==> src/design/hashed_timing_wheel_unit_macros.svh <==
// assertion macros for the timing wheel unit
`ifndef HASHED_TIMING_WHEEL_UNIT_MACROS_SVH
`define HASHED_TIMING_WHEEL_UNIT_MACROS_SVH

// implication checked on every clock edge outside reset
`define HTW_ASSERT_IMPL(label, ante, cons) \
  label: assert property (@(posedge clk) disable iff (!rst_n) (ante) |-> (cons)) \
    else $error("htw check failed");

// implication whose consequent is checked in the next cycle
`define HTW_ASSERT_NEXT(label, ante, cons) \
  label: assert property (@(posedge clk) disable iff (!rst_n) (ante) |=> (cons)) \
    else $error("htw check failed");

`endif

==> src/design/htw_pkg.sv <==
// ---------------------------------------------------------------------------
// htw_pkg
// types and constants of the hashed timing wheel
// ---------------------------------------------------------------------------
package htw_pkg;

  localparam int SLOTS       = 64;
  localparam int ENTRIES     = 64;
  localparam int MAX_RESULTS = 64;
  localparam int SLOT_W      = $clog2(SLOTS);
  localparam int ENT_W       = $clog2(ENTRIES);
  localparam int ROUNDS_W    = 16 - SLOT_W;
  localparam int CNT_W       = $clog2(MAX_RESULTS + 1);

  localparam logic       OP_ADD      = 1'b0;
  localparam logic       OP_TICK     = 1'b1;
  localparam logic [1:0] KIND_ACCEPT = 2'd0;
  localparam logic [1:0] KIND_REJECT = 2'd1;
  localparam logic [1:0] KIND_EXPIRE = 2'd2;

  typedef enum logic [3:0] {
    ST_IDLE,
    ST_FIND,
    ST_ADD_LINK,
    ST_ADD_OUT,
    ST_TICK_HEAD,
    ST_TICK_READ,
    ST_TICK_EVAL,
    ST_TICK_OUT,
    ST_TICK_DONE
  } state_t;

endpackage

==> src/design/htw_free_search.sv <==
// ---------------------------------------------------------------------------
// htw_free_search
// finds the lowest free pool entry, 8 busy bits a cycle
// ---------------------------------------------------------------------------
module htw_free_search (
  input  logic                        clk,
  input  logic                        rst_n,
  input  logic                        start,
  input  logic [htw_pkg::ENTRIES-1:0] busy,
  output logic                        done,
  output logic                        found,
  output logic [htw_pkg::ENT_W-1:0]   idx
);

  localparam int GRP = 8;
  localparam int NGRP = (htw_pkg::ENTRIES + GRP - 1) / GRP;
  localparam int GW = (NGRP > 1) ? $clog2(NGRP) : 1;

  logic          run_r, run_nxt;
  logic [GW-1:0] grp_r, grp_nxt;
  logic          hit;
  logic [htw_pkg::ENT_W-1:0] hit_idx;

  always_comb begin
    int base;
    base = int'(grp_r) * GRP;
    hit = 1'b0;
    hit_idx = '0;
    for (int i = GRP - 1; i >= 0; i--) begin
      if (base + i < htw_pkg::ENTRIES) begin
        if (!busy[base + i]) begin
          hit = 1'b1;
          hit_idx = htw_pkg::ENT_W'(base + i);
        end
      end
    end
  end

  always_comb begin
    run_nxt = run_r;
    grp_nxt = grp_r;
    done = 1'b0;
    found = 1'b0;
    idx = hit_idx;
    if (start) begin
      run_nxt = 1'b1;
      grp_nxt = '0;
    end else if (run_r) begin
      if (hit || int'(grp_r) == NGRP - 1) begin
        done = 1'b1;
        found = hit;
        run_nxt = 1'b0;
      end else begin
        grp_nxt = grp_r + GW'(1);
      end
    end
  end

  always_ff @(posedge clk) begin
    if (!rst_n) begin
      run_r <= 1'b0;
      grp_r <= '0;
    end else begin
      run_r <= run_nxt;
      grp_r <= grp_nxt;
    end
  end

endmodule

==> src/design/hashed_timing_wheel_unit.sv <==
// ---------------------------------------------------------------------------
// hashed_timing_wheel_unit
// hashed timing wheel with a linked entry pool
// ---------------------------------------------------------------------------
// in_ beats carry op, delay_ticks and timer_tag; op add files a timer in slot
// (current + delay) mod 64 with delay / 64 rounds, op tick walks the current
// slot's list. out_ beats carry kind, expired_tag and last.
// an add gives one beat: accepted or rejected when all 64 entries are busy.
// a tick gives one beat per expired timer, in list order, last on the final
// one, and none when nothing expires; the slot then advances.
// one item at a time: in_stall is high from acceptance until the last beat
// has been taken. an add waits on the free entry search, which scans 8
// busy bits a cycle; a tick walks the slot's list one entry at a time
// through the entry memories.
// a held out_stall freezes the result register and the walk behind it.
// reset clears the current slot, slot valid bits and entry busy bits; list
// memories need no clearing.
// ---------------------------------------------------------------------------
module hashed_timing_wheel_unit (
  input  logic        clk,
  input  logic        rst_n,
  input  logic        in_valid,
  output logic        in_stall,
  input  logic        in_op,
  input  logic [15:0] in_delay_ticks,
  input  logic [15:0] in_timer_tag,
  output logic        out_valid,
  input  logic        out_stall,
  output logic [1:0]  out_kind,
  output logic [15:0] out_expired_tag,
  output logic        out_last
);

  `include "hashed_timing_wheel_unit_macros.svh"

  localparam int SW = htw_pkg::SLOT_W;
  localparam int EW = htw_pkg::ENT_W;
  localparam int RW = htw_pkg::ROUNDS_W;
  localparam int CW = htw_pkg::CNT_W;

  htw_pkg::state_t state_r, state_nxt;

  logic [SW-1:0] cur_slot_r, cur_slot_nxt;
  logic [htw_pkg::SLOTS-1:0] slot_ne_r, slot_ne_nxt;
  logic [htw_pkg::ENTRIES-1:0] busy_r, busy_nxt;

  // memories
  logic [EW-1:0] slot_head_m [htw_pkg::SLOTS];
  logic [EW-1:0] slot_tail_m [htw_pkg::SLOTS];
  logic [EW-1:0] ent_next_m [htw_pkg::ENTRIES];
  logic [RW-1:0] ent_rounds_m [htw_pkg::ENTRIES];
  logic [15:0]   ent_tag_m [htw_pkg::ENTRIES];

  logic [EW-1:0] head_rd_r, tail_rd_r, next_rd_r;
  logic [RW-1:0] rounds_rd_r;
  logic [15:0]   tag_rd_r;

  // item registers
  logic [15:0]   delay_r, tag_r;
  logic [SW-1:0] slot_r, slot_nxt;
  logic [EW-1:0] ent_r, ent_nxt;
  logic [EW-1:0] cur_r, cur_nxt;
  logic [EW-1:0] prev_r, prev_nxt;
  logic          have_prev_r, have_prev_nxt;
  logic [EW-1:0] head_r, head_nxt;
  logic [EW-1:0] tail_r, tail_nxt;
  logic [CW-1:0] cnt_r, cnt_nxt;
  logic          fin_r, fin_nxt;
  logic          pend_v_r, pend_v_nxt;
  logic [15:0]   pend_tag_r, pend_tag_nxt;

  // output register
  logic          ov_r, ov_nxt;
  logic [1:0]    ok_r, ok_nxt;
  logic [15:0]   ot_r, ot_nxt;
  logic          ol_r, ol_nxt;

  // memory write controls
  logic          hd_we, tl_we, nx_we, rd_we, tg_we;
  logic [SW-1:0] hd_wa, tl_wa;
  logic [EW-1:0] hd_wd, tl_wd, nx_wa, nx_wd, rd_wa, tg_wa;
  logic [RW-1:0] rd_wd;
  logic [SW-1:0] srd_a;
  logic [EW-1:0] erd_a;

  logic fs_start, fs_done, fs_found;
  logic [EW-1:0] fs_idx;

  logic in_acc, out_acc;
  assign in_acc  = in_valid && !in_stall;
  assign out_acc = ov_r && !out_stall;
  assign in_stall = (state_r != htw_pkg::ST_IDLE);
  assign out_valid = ov_r;
  assign out_kind = ok_r;
  assign out_expired_tag = ot_r;
  assign out_last = ol_r;

  htw_free_search u_fs (
    .clk   (clk),
    .rst_n (rst_n),
    .start (fs_start),
    .busy  (busy_r),
    .done  (fs_done),
    .found (fs_found),
    .idx   (fs_idx)
  );

  // next state
  always_comb begin
    state_nxt = state_r;
    unique case (state_r)
      htw_pkg::ST_IDLE: begin
        if (in_acc) begin
          state_nxt = (in_op == htw_pkg::OP_ADD) ? htw_pkg::ST_FIND : htw_pkg::ST_TICK_HEAD;
        end
      end
      htw_pkg::ST_FIND: begin
        if (fs_done && !ov_r) begin
          state_nxt = fs_found ? htw_pkg::ST_ADD_LINK : htw_pkg::ST_ADD_OUT;
        end
      end
      htw_pkg::ST_ADD_LINK: state_nxt = htw_pkg::ST_ADD_OUT;
      htw_pkg::ST_ADD_OUT: begin
        if (out_acc) state_nxt = htw_pkg::ST_IDLE;
      end
      htw_pkg::ST_TICK_HEAD: begin
        state_nxt = slot_ne_r[cur_slot_r] ? htw_pkg::ST_TICK_READ : htw_pkg::ST_TICK_DONE;
      end
      htw_pkg::ST_TICK_READ: state_nxt = htw_pkg::ST_TICK_EVAL;
      htw_pkg::ST_TICK_EVAL: begin
        if (!ov_r || out_acc) state_nxt = htw_pkg::ST_TICK_OUT;
      end
      htw_pkg::ST_TICK_OUT: begin
        state_nxt = fin_r ? htw_pkg::ST_TICK_DONE : htw_pkg::ST_TICK_READ;
      end
      htw_pkg::ST_TICK_DONE: begin
        // a held expiry still goes out as the last beat
        if (!ov_r || out_acc) state_nxt = pend_v_r ? htw_pkg::ST_ADD_OUT : htw_pkg::ST_IDLE;
      end
      default: state_nxt = htw_pkg::ST_IDLE;
    endcase
  end

  // datapath and outputs
  always_comb begin
    logic is_tail, expire;
    logic [15:0] sum;
    is_tail = (cur_r == tail_r);
    expire = (rounds_rd_r == '0) && (int'(cnt_r) < htw_pkg::MAX_RESULTS);
    sum = 16'(cur_slot_r) + delay_r;

    cur_slot_nxt = cur_slot_r;
    slot_ne_nxt = slot_ne_r;
    busy_nxt = busy_r;
    slot_nxt = slot_r;
    ent_nxt = ent_r;
    cur_nxt = cur_r;
    prev_nxt = prev_r;
    have_prev_nxt = have_prev_r;
    head_nxt = head_r;
    tail_nxt = tail_r;
    cnt_nxt = cnt_r;
    fin_nxt = fin_r;
    pend_v_nxt = pend_v_r;
    pend_tag_nxt = pend_tag_r;
    ov_nxt = ov_r && out_stall;
    ok_nxt = ok_r;
    ot_nxt = ot_r;
    ol_nxt = ol_r;
    fs_start = 1'b0;
    hd_we = 1'b0; tl_we = 1'b0; nx_we = 1'b0; rd_we = 1'b0; tg_we = 1'b0;
    hd_wa = slot_r; tl_wa = slot_r; hd_wd = ent_r; tl_wd = ent_r;
    nx_wa = ent_r; nx_wd = '0; rd_wa = ent_r; rd_wd = '0; tg_wa = ent_r;
    srd_a = slot_r;
    erd_a = cur_r;

    unique case (state_r)
      htw_pkg::ST_IDLE: begin
        fs_start = in_acc && (in_op == htw_pkg::OP_ADD);
        slot_nxt = cur_slot_r;
        srd_a = cur_slot_r;
      end
      htw_pkg::ST_FIND: begin
        slot_nxt = sum[SW-1:0];
        srd_a = sum[SW-1:0];
        ent_nxt = fs_idx;
        if (fs_done && !ov_r && !fs_found) begin
          ov_nxt = 1'b1; ok_nxt = htw_pkg::KIND_REJECT; ot_nxt = tag_r; ol_nxt = 1'b1;
        end
      end
      htw_pkg::ST_ADD_LINK: begin
        busy_nxt[ent_r] = 1'b1;
        rd_we = 1'b1; rd_wd = delay_r[15:SW];
        tg_we = 1'b1;
        tl_we = 1'b1;
        if (slot_ne_r[slot_r]) begin
          nx_we = 1'b1; nx_wa = tail_rd_r; nx_wd = ent_r;
        end else begin
          hd_we = 1'b1;
          slot_ne_nxt[slot_r] = 1'b1;
        end
        ov_nxt = 1'b1; ok_nxt = htw_pkg::KIND_ACCEPT; ot_nxt = tag_r; ol_nxt = 1'b1;
      end
      htw_pkg::ST_ADD_OUT: ;
      htw_pkg::ST_TICK_HEAD: begin
        cur_nxt = head_rd_r;
        head_nxt = head_rd_r;
        tail_nxt = tail_rd_r;
        have_prev_nxt = 1'b0;
        cnt_nxt = '0;
        pend_v_nxt = 1'b0;
        erd_a = head_rd_r;
      end
      htw_pkg::ST_TICK_READ: ;
      htw_pkg::ST_TICK_EVAL: begin
        if (!ov_r || out_acc) begin
          fin_nxt = is_tail;
          if (expire) begin
            if (have_prev_r) begin
              nx_we = 1'b1; nx_wa = prev_r; nx_wd = next_rd_r;
            end else begin
              head_nxt = next_rd_r;
            end
            if (is_tail) begin
              if (have_prev_r) tail_nxt = prev_r;
              else slot_ne_nxt[slot_r] = 1'b0;
            end
            busy_nxt[cur_r] = 1'b0;
            cnt_nxt = cnt_r + CW'(1);
            // a newer expiry means the held one is not the last
            if (pend_v_r) begin
              ov_nxt = 1'b1; ok_nxt = htw_pkg::KIND_EXPIRE; ot_nxt = pend_tag_r;
              ol_nxt = 1'b0;
            end
            pend_v_nxt = 1'b1;
            pend_tag_nxt = tag_rd_r;
          end else begin
            if (rounds_rd_r != '0) begin
              rd_we = 1'b1; rd_wa = cur_r; rd_wd = rounds_rd_r - RW'(1);
            end
            prev_nxt = cur_r;
            have_prev_nxt = 1'b1;
          end
          cur_nxt = next_rd_r;
        end
      end
      htw_pkg::ST_TICK_OUT: begin
        erd_a = cur_r;
      end
      htw_pkg::ST_TICK_DONE: begin
        // release the held expiry as the last beat
        if (!ov_r || out_acc) begin
          hd_we = 1'b1; hd_wd = head_r;
          tl_we = 1'b1; tl_wd = tail_r;
          cur_slot_nxt = cur_slot_r + SW'(1);
          if (pend_v_r) begin
            ov_nxt = 1'b1; ok_nxt = htw_pkg::KIND_EXPIRE; ot_nxt = pend_tag_r;
            ol_nxt = 1'b1;
            pend_v_nxt = 1'b0;
          end
        end
      end
      default: ;
    endcase
  end

  always_ff @(posedge clk) begin
    if (!rst_n) begin
      state_r <= htw_pkg::ST_IDLE;
      cur_slot_r <= '0;
      slot_ne_r <= '0;
      busy_r <= '0;
      ov_r <= 1'b0;
    end else begin
      state_r <= state_nxt;
      cur_slot_r <= cur_slot_nxt;
      slot_ne_r <= slot_ne_nxt;
      busy_r <= busy_nxt;
      ov_r <= ov_nxt;
    end
  end

  // payload registers; an expiry beat is held back until the next expiry or the end of the walk so last is known
  always_ff @(posedge clk) begin
    if (in_acc) begin
      delay_r <= in_delay_ticks;
      tag_r <= in_timer_tag;
    end
    slot_r <= slot_nxt;
    ent_r <= ent_nxt;
    cur_r <= cur_nxt;
    prev_r <= prev_nxt;
    have_prev_r <= have_prev_nxt;
    head_r <= head_nxt;
    tail_r <= tail_nxt;
    cnt_r <= cnt_nxt;
    fin_r <= fin_nxt;
    pend_v_r <= pend_v_nxt;
    pend_tag_r <= pend_tag_nxt;
    ok_r <= ok_nxt;
    ot_r <= ot_nxt;
    ol_r <= ol_nxt;
  end

  always_ff @(posedge clk) begin
    if (hd_we) slot_head_m[hd_wa] <= hd_wd;
    if (tl_we) slot_tail_m[tl_wa] <= tl_wd;
    head_rd_r <= slot_head_m[srd_a];
    tail_rd_r <= slot_tail_m[srd_a];
  end

  always_ff @(posedge clk) begin
    if (nx_we) ent_next_m[nx_wa] <= nx_wd;
    if (rd_we) ent_rounds_m[rd_wa] <= rd_wd;
    if (tg_we) ent_tag_m[tg_wa] <= tag_r;
    next_rd_r <= ent_next_m[erd_a];
    rounds_rd_r <= ent_rounds_m[erd_a];
    tag_rd_r <= ent_tag_m[erd_a];
  end

  `HTW_ASSERT_IMPL(a_busy_when_out, out_valid, in_stall)
  `HTW_ASSERT_IMPL(a_add_last, out_valid && out_kind != htw_pkg::KIND_EXPIRE, out_last)
  `HTW_ASSERT_NEXT(a_tick_advance, state_r == htw_pkg::ST_TICK_DONE && !(ov_r && out_stall),
                   cur_slot_r == $past(cur_slot_r) + SW'(1))
  `HTW_ASSERT_IMPL(a_idle_drained, state_r == htw_pkg::ST_IDLE, !ov_r)

endmodule
==> config.mk <==
export PLATFORM = sky130hd
export DESIGN_NAME = hashed_timing_wheel_unit
export DESIGN_NICKNAME = d
export VERILOG_FILES = /design/src/design/htw_pkg.sv /design/src/design/htw_free_search.sv /design/src/design/hashed_timing_wheel_unit.sv
export VERILOG_INCLUDE_DIRS = /design/src /design/src/design
export SDC_FILE = /design/constraint.sdc
export NUM_CORES = 2
export LEC_CHECK = 0
export ABC_AREA = 1
export BUFFER_PORTS_ARGS = -buffer_cell sky130_fd_sc_hd__buf_2
export CAP_MARGIN = 20
export CELL_PAD_IN_SITES_DETAIL_PLACEMENT = 0
export CELL_PAD_IN_SITES_GLOBAL_PLACEMENT = 1
export CORE_MARGIN = 1
export CORE_UTILIZATION = 45
export CTS_BUF_LIST = sky130_fd_sc_hd__clkbuf_16
export DETAILED_ROUTE_END_ITERATION = 8
export GPL_TIMING_DRIVEN = 0
export PLACE_DENSITY_LB_ADDON = 0.1
export SETUP_SLACK_MARGIN = 0.3
export SYNTH_ARGS = -nofsm -noshare
export SYNTH_HDL_FRONTEND = slang
export SYNTH_SLANG_ARGS = --single-unit
==> constraint.sdc <==
create_clock -name clk -period 5.21 [get_ports clk]
set_input_delay 0.2605 -clock clk [delete_from_list [all_inputs] [get_ports clk]]
set_output_delay 0.2605 -clock clk [all_outputs]
set_load 0.01 [all_outputs]
* After elaboration in Yosys (flattened, before gate mapping)
Memories as Yosys holds them, arrays and structs flattened. A register that Yosys moved wholly into a read port is not among the register bits.
Index checks and enable logic that the tools add are counted.
** Word-level totals
- Input port bits :: 37
- Memory bits (writable) :: 2816
- Memories :: 5
- Flip-flop bits (word level) :: 256
** Memories
- ent_tag_m :: depth 64, bits a word 16, rd ports 1, clocked after Yosys merged registers in 1, write ports 1, line hashed_timing_wheel_unit.sv:52 : logic [15:0] ent_tag_m [htw_pkg::ENTRIES];
- ent_rounds_m :: depth 64, bits a word 10, rd ports 1, clocked after Yosys merged registers in 1, write ports 1, line hashed_timing_wheel_unit.sv:51 : logic [RW-1:0] ent_rounds_m [htw_pkg::ENTRIES];
- ent_next_m :: depth 64, bits a word 6, rd ports 1, clocked after Yosys merged registers in 1, write ports 1, line hashed_timing_wheel_unit.sv:50 : logic [EW-1:0] ent_next_m [htw_pkg::ENTRIES];
- slot_head_m :: depth 64, bits a word 6, rd ports 1, clocked after Yosys merged registers in 1, write ports 1, line hashed_timing_wheel_unit.sv:48 : logic [EW-1:0] slot_head_m [htw_pkg::SLOTS];
- slot_tail_m :: depth 64, bits a word 6, rd ports 1, clocked after Yosys merged registers in 1, write ports 1, line hashed_timing_wheel_unit.sv:49 : logic [EW-1:0] slot_tail_m [htw_pkg::SLOTS];
** Cells by class
- Magnitude comparators :: 24
- Equal/unequal tests :: 24
- Add/subtract/negate cells :: 12
- Bitwise logic cells :: 10
- Muxes and demuxes :: 189
- Reductions and logical operators :: 41
** Operator list (number)
- $lt A32 B8 Y1 const B :: 14
- $mux W64 :: 7
- $pmux W64 S2 :: 2
- $mux W6 :: 41
- $and A64 B64 Y64 :: 2
- $not A64 Y64 :: 2
- $or A64 B64 Y64 :: 2
- $mux W1 :: 83
- $mux W16 :: 5
- $pmux W6 S2 :: 6
- $pmux W16 S4 :: 1
- $bmux W1 S6 :: 9
- $lt A6 B7 Y1 const B :: 6
- $pmux W4 S9 :: 1
- $mux W10 :: 3
- $add A6 B3 Y7 const B :: 4
- $mux W4 :: 7
- $ne A2 B2 Y1 const B :: 14
- $pmux W10 S2 :: 1
- $demux W1 S6 :: 3
- $ge A6 B1 Y1 const B :: 3
- $eq A4 B3 Y1 const B :: 4
- $reduce_and A3 Y1 :: 5
- $reduce_and A5 Y1 :: 3
- 37 further kinds :: 72

* Logic depth before layout (Yosys ltp)
- Depth in word-level cells :: 28
- Depth in mapped cells :: 18
- Mapped depth without buffers :: 16

* Modules after synthesis
A second synthesis with hierarchy kept.
** Unflattened totals
- Cells, all modules :: 12104
- Area, all modules :: 132245.6 um^2
** Modules (own cells, without submodules)
- hashed_timing_wheel_unit :: area an instance 130968.1 um^2, times used 1, cells an instance 11845
- htw_free_search :: area an instance 1277.5 um^2, times used 1, cells an instance 259

* Worst setup path after synthesis
OpenSTA, ideal clock, no wires.
- Path kind :: reg-to-reg
- From :: reg state_r[1]
- To :: mem slot_tail_m[0][0] in the netlist's numbering, data pin
- Slack :: 0.446 ns
- Arrival :: 4.062 ns
- Cell stages (with the launch flop) :: 9
- Path buffers :: 1
- Cell sequence :: dfxtp_1 > nor2_2 > inv_1 > nor3_1 > inv_1 > nor2_1 > inv_1 > clkbuf_1 > o21ai_0
** Between the ends
- Word-level cells in the longest chain between the ends :: 2
** RTL lines
- start, declared :: line hashed_timing_wheel_unit.sv:41 : htw_pkg::state_t state_r, state_nxt;
- start signal, assigned :: line hashed_timing_wheel_unit.sv:269 : state_r <= htw_pkg::ST_IDLE;
- start signal, assigned :: line hashed_timing_wheel_unit.sv:275 : state_r <= state_nxt;
- $eq A4 B4 Y1 :: line hashed_timing_wheel_unit.sv:177 : unique case (state_r)
- $mux W6 :: line hashed_timing_wheel_unit.sv:177
- via tl_wd[0] :: line hashed_timing_wheel_unit.sv:81 : logic [EW-1:0] hd_wd, tl_wd, nx_wa, nx_wd, rd_wa, tg_wa;
- end, declared :: line hashed_timing_wheel_unit.sv:49
The timed path passes the listed nets, and every way through them passes these cells.

* Worst setup path after layout
- From :: reg state_r[1]
- To :: reg next_rd_r[5], read port of ent_next_m
** Between the ends
- Word-level cells in the longest chain between the ends :: 2
** RTL lines
- $eq A4 B3 Y1 :: line hashed_timing_wheel_unit.sv:177
- $mux W6 :: line hashed_timing_wheel_unit.sv:177
- end, declared :: line hashed_timing_wheel_unit.sv:54 : logic [EW-1:0] head_rd_r, tail_rd_r, next_rd_r;
Every way passes these cells.
A chain may end at the register's enable or synchronous reset.

==> impl_metrics.ini <==
[clock_network]
cts_buffer_depth = 4
worstSkewPairLatency_ps = 970
clock-root-buffer = clkbuf_16
h-tree-depth = 5
cts_tree = built
clkSinkCount = 3116
numCtsBuffers = 338
clkTransAtPathRegs_ps = 60

[synthesis]
synth_common_cells = 2923 x edfxtp_1, 1732 x nor2_1, 1406 x nand2_1
synth_edf_count = 2923
yosysTopAreaCellShare = 0.685
synthFlopType = edfxtp_1
ys_seq_area_frac = 0.715
synth_top_cell_by_area = edfxtp_1
synth_area_leaders = edfxtp_1 68%, o21ai_0 5.3%, nor2_1 5.1%, nand2_1 4.1%, nand3_1 3.1%
syn_nets = 11000
synth-seq-cells = 3116
yosys_warnings = 0
synthCells = 11000
ys_types = 50
syn_area_per_cell_um2 = 11.7
synthArstFlopShare = 0
netlist_area_mm2 = 0.128
yosysMostFrequentCell = edfxtp_1

[die]
die-height_um = 536
die_area_mm2 = 0.287
pin_count = 58
rows = 195
initial_core_util = 0.453
die_w_um = 536
coreArea_mm2 = 0.283

[worst_hold_path]
hold_depth = 2
min_to = tag_r[7]
min-delay-start = in_timer_tag[7]
worstHoldPathType = input port to flip-flop

[layout]
multiInputGateArea_mm2 = 0.0333
fin_cells = 15800
num-nets-final = 11800
drive_gt1_frac = 0.122
final_area_mm2 = 0.151
seq_area_mm2 = 0.0916
syn_to_final_growth_pct = 17.9
nFillCells = 24300

[drt]
routedWlPerCell_um = 36.6
viasPerCell = 6.26
ant_nets = 0
drt-total-wl_mm = 577
drtIter0Drc = 14500
routed-via-count = 98800
dr.pass1.iters = 6
drcViolationCount = 0

[timing]
fin_skew_ps = 54.9
max-slew-margin-rel = 0.143
tightest_slew_ps = 1290
hold_slack_ps = 37.7
fmax_mhz = 198
fin_crit_ps = 5050
slew_violations = 0
timing_hold_violations_final = 0
min_period_over_period = 0.969
setup_viol = 0
rsz0062_at_grt = false

[pwr]
irDropWorstVdd_uv = 401
power_density_mw_per_mm2 = 595
leakagePower_nw = 51.2

[critical_path]
r2r_cells = 12
worst_ep_arrival_time_ps = 5830
worstPathCellList = nor2_2 -> nand2_4 -> o21ai_2 -> buf_2 -> buf_2 -> buf_2 -> nor2_1 -> o22ai_1 -> o211ai_1 -> nand3_1 -> nand3_1 -> nand2_1
slowest_delay_ps = 740
startpoint_type = flip-flop
cp_slowest_cell = buf_2
criticalPathCategory = flip-flop to flip-flop
path_max_fanout = 12
rr_endpoint = next_rd_r[5]
end_kind = flip-flop
reg2reg_from = state_r[1]
crit_top_cell = buf_2
rrSetupSlack_ps = 160
required_ps = 5990

[grt]
grt_pass1_wl_mm = 770
grt-ovfl-total = 0
grt_pass1_vias = 92700
grtUsageTotal = 0.396
antenna_found_initial = 37
grt_max_degree = 65

[placed_design]
place_congestion = 1.07
dp.cells = 15100
placed_area_mm2 = 0.139
post-dp-hpwl_mm = 421
portBuffers = 57

[flow_run]
cap_viol_max_count = 0

[run_status]
outcome = finished clean
-- worst max path at each step --
stage | start | endpoint
floorplan | state_r[1] | slot_tail_m[0][0]
global placement | state_r[1] | slot_tail_m[39][3]
detailed placement | rounds_rd_r[0] | ent_next_m[51][1]
CTS | rounds_rd_r[0] | ent_rounds_m[4][8]
finish | state_r[1] | next_rd_r[5]
global route | cur_r[0] | next_rd_r[5]
-- cell usage in the layout, fill, tap and decap left out, types with 32 or more instances in the layout --
cell type,instances
o21bai_1,126
clkinv_2,56
clkinv_1,93
edfxtp_1,2923
nand2_1,1393
buf_4,99
buf_12,68
nor2_1,1584
buf_8,59
a21oi_1,199
nor2_4,65
o22ai_1,410
buf_1,47
buf_2,264
nor2_2,92
clkbuf_1,447
dfxtp_1,193
dlygate4sd3_1,57
buf_16,76
nand3_1,785
o21ai_0,1350
o21ai_1,50
clkbuf_16,342
o211ai_1,359
or2_2,135
nor3_1,48
inv_1,401
bufinv_16,32
-- state kept, by name, indices dropped and copies added (netlist names), 4 cells and up, named ones only --
register         cells
state_r              4
tail_r               6
slot_head_m        384
prev_r               6
cur_slot_r           6
slot_tail_m        384
out_expired_tag     16
pend_tag_r          16
ent_rounds_m       640
busy_r              64
tag_rd_r            16
rounds_rd_r         10
cnt_r                7
ent_tag_m         1024
head_rd_r            6
tail_rd_r            6
next_rd_r            6
head_r               6
cur_r                6
hd_wa                6
delay_r             16
ent_next_m         384
tag_r               16
ent_r                6
-- layout make-up --
type,count,area share
sequential,3116,0.606
multi-input combinational,6746,0.220
clock buffer,342,0.0566
timing repair buffer,429,0.0406
tap,3743,0.0310
buffer,735,0.0207
clock inverter,275,0.0153
inverter,361,0.00896
antenna,30,0.000497
-- metal layers --
metal	routed length, um	GRT usage	up-vias	part of all wire
met3	58700	0.0868	1611	0.10
li1	-	-	41200	-
met4	54300	0.316	20	0.094
met5	141	0	-	0.00024
met1	203000	0.477	49300	0.35
met2	260000	0.617	6644	0.45
-- cells by family after synthesis --
family / after synthesis / synth area share
flops: 3116 / 0.715
buf+inv: 1096 / 0.0348
compound gates: 2550 / 0.114
simple gates: 4172 / 0.134
xor+xnor: 13 / 0.000888
fa+ha+maj: 11 / 0.00113
-- timing repair --
action / in CTS / in global routing
endpoints found under the hold margin: 54 / 0
setup buffers: 4 / 4
pin swaps: 4 / 2
hold buffers: 57 / 0
gates resized for setup: 53 / 27
setup endpoints to repair: 764 / 690
-- critical path, delay by kind of cell (launching register included) --
kind | cells | cell delay [ps]
AOI/OAI and AO/OA | 3 | 870
and+or+nand+nor | 6 | 1660
DFF | 1 | 370
buffers and inverters | 3 | 1950
-- where the power goes --
| part | total, mW | internal, mW | switching, mW |
|---|---|---|---|
| sequential | 29.8 | 29.3 | 0.524 |
| clock | 24.0 | 13.6 | 10.4 |
| combinational | 36.2 | 8.32 | 27.9 |
| total | 90.0 | 51.2 | 38.8 |
-- through the flow --
step / TNS, ps / util / worst slack (ps) / power, mW
floorplan: 0 / - / 446 / 46.6
global placement: -6054950 / 0.471 / -5960 / 63.4
detailed placement: -15100 / 0.492 / -214 / 64.8
CTS: 0 / 0.534 / 204 / 88.5
global route: 0 / 0.534 / 309 / 91.7
finish: 0 / 0.535 / 161 / 90.0
No activity file was read; power rests on OpenSTA's default activity.
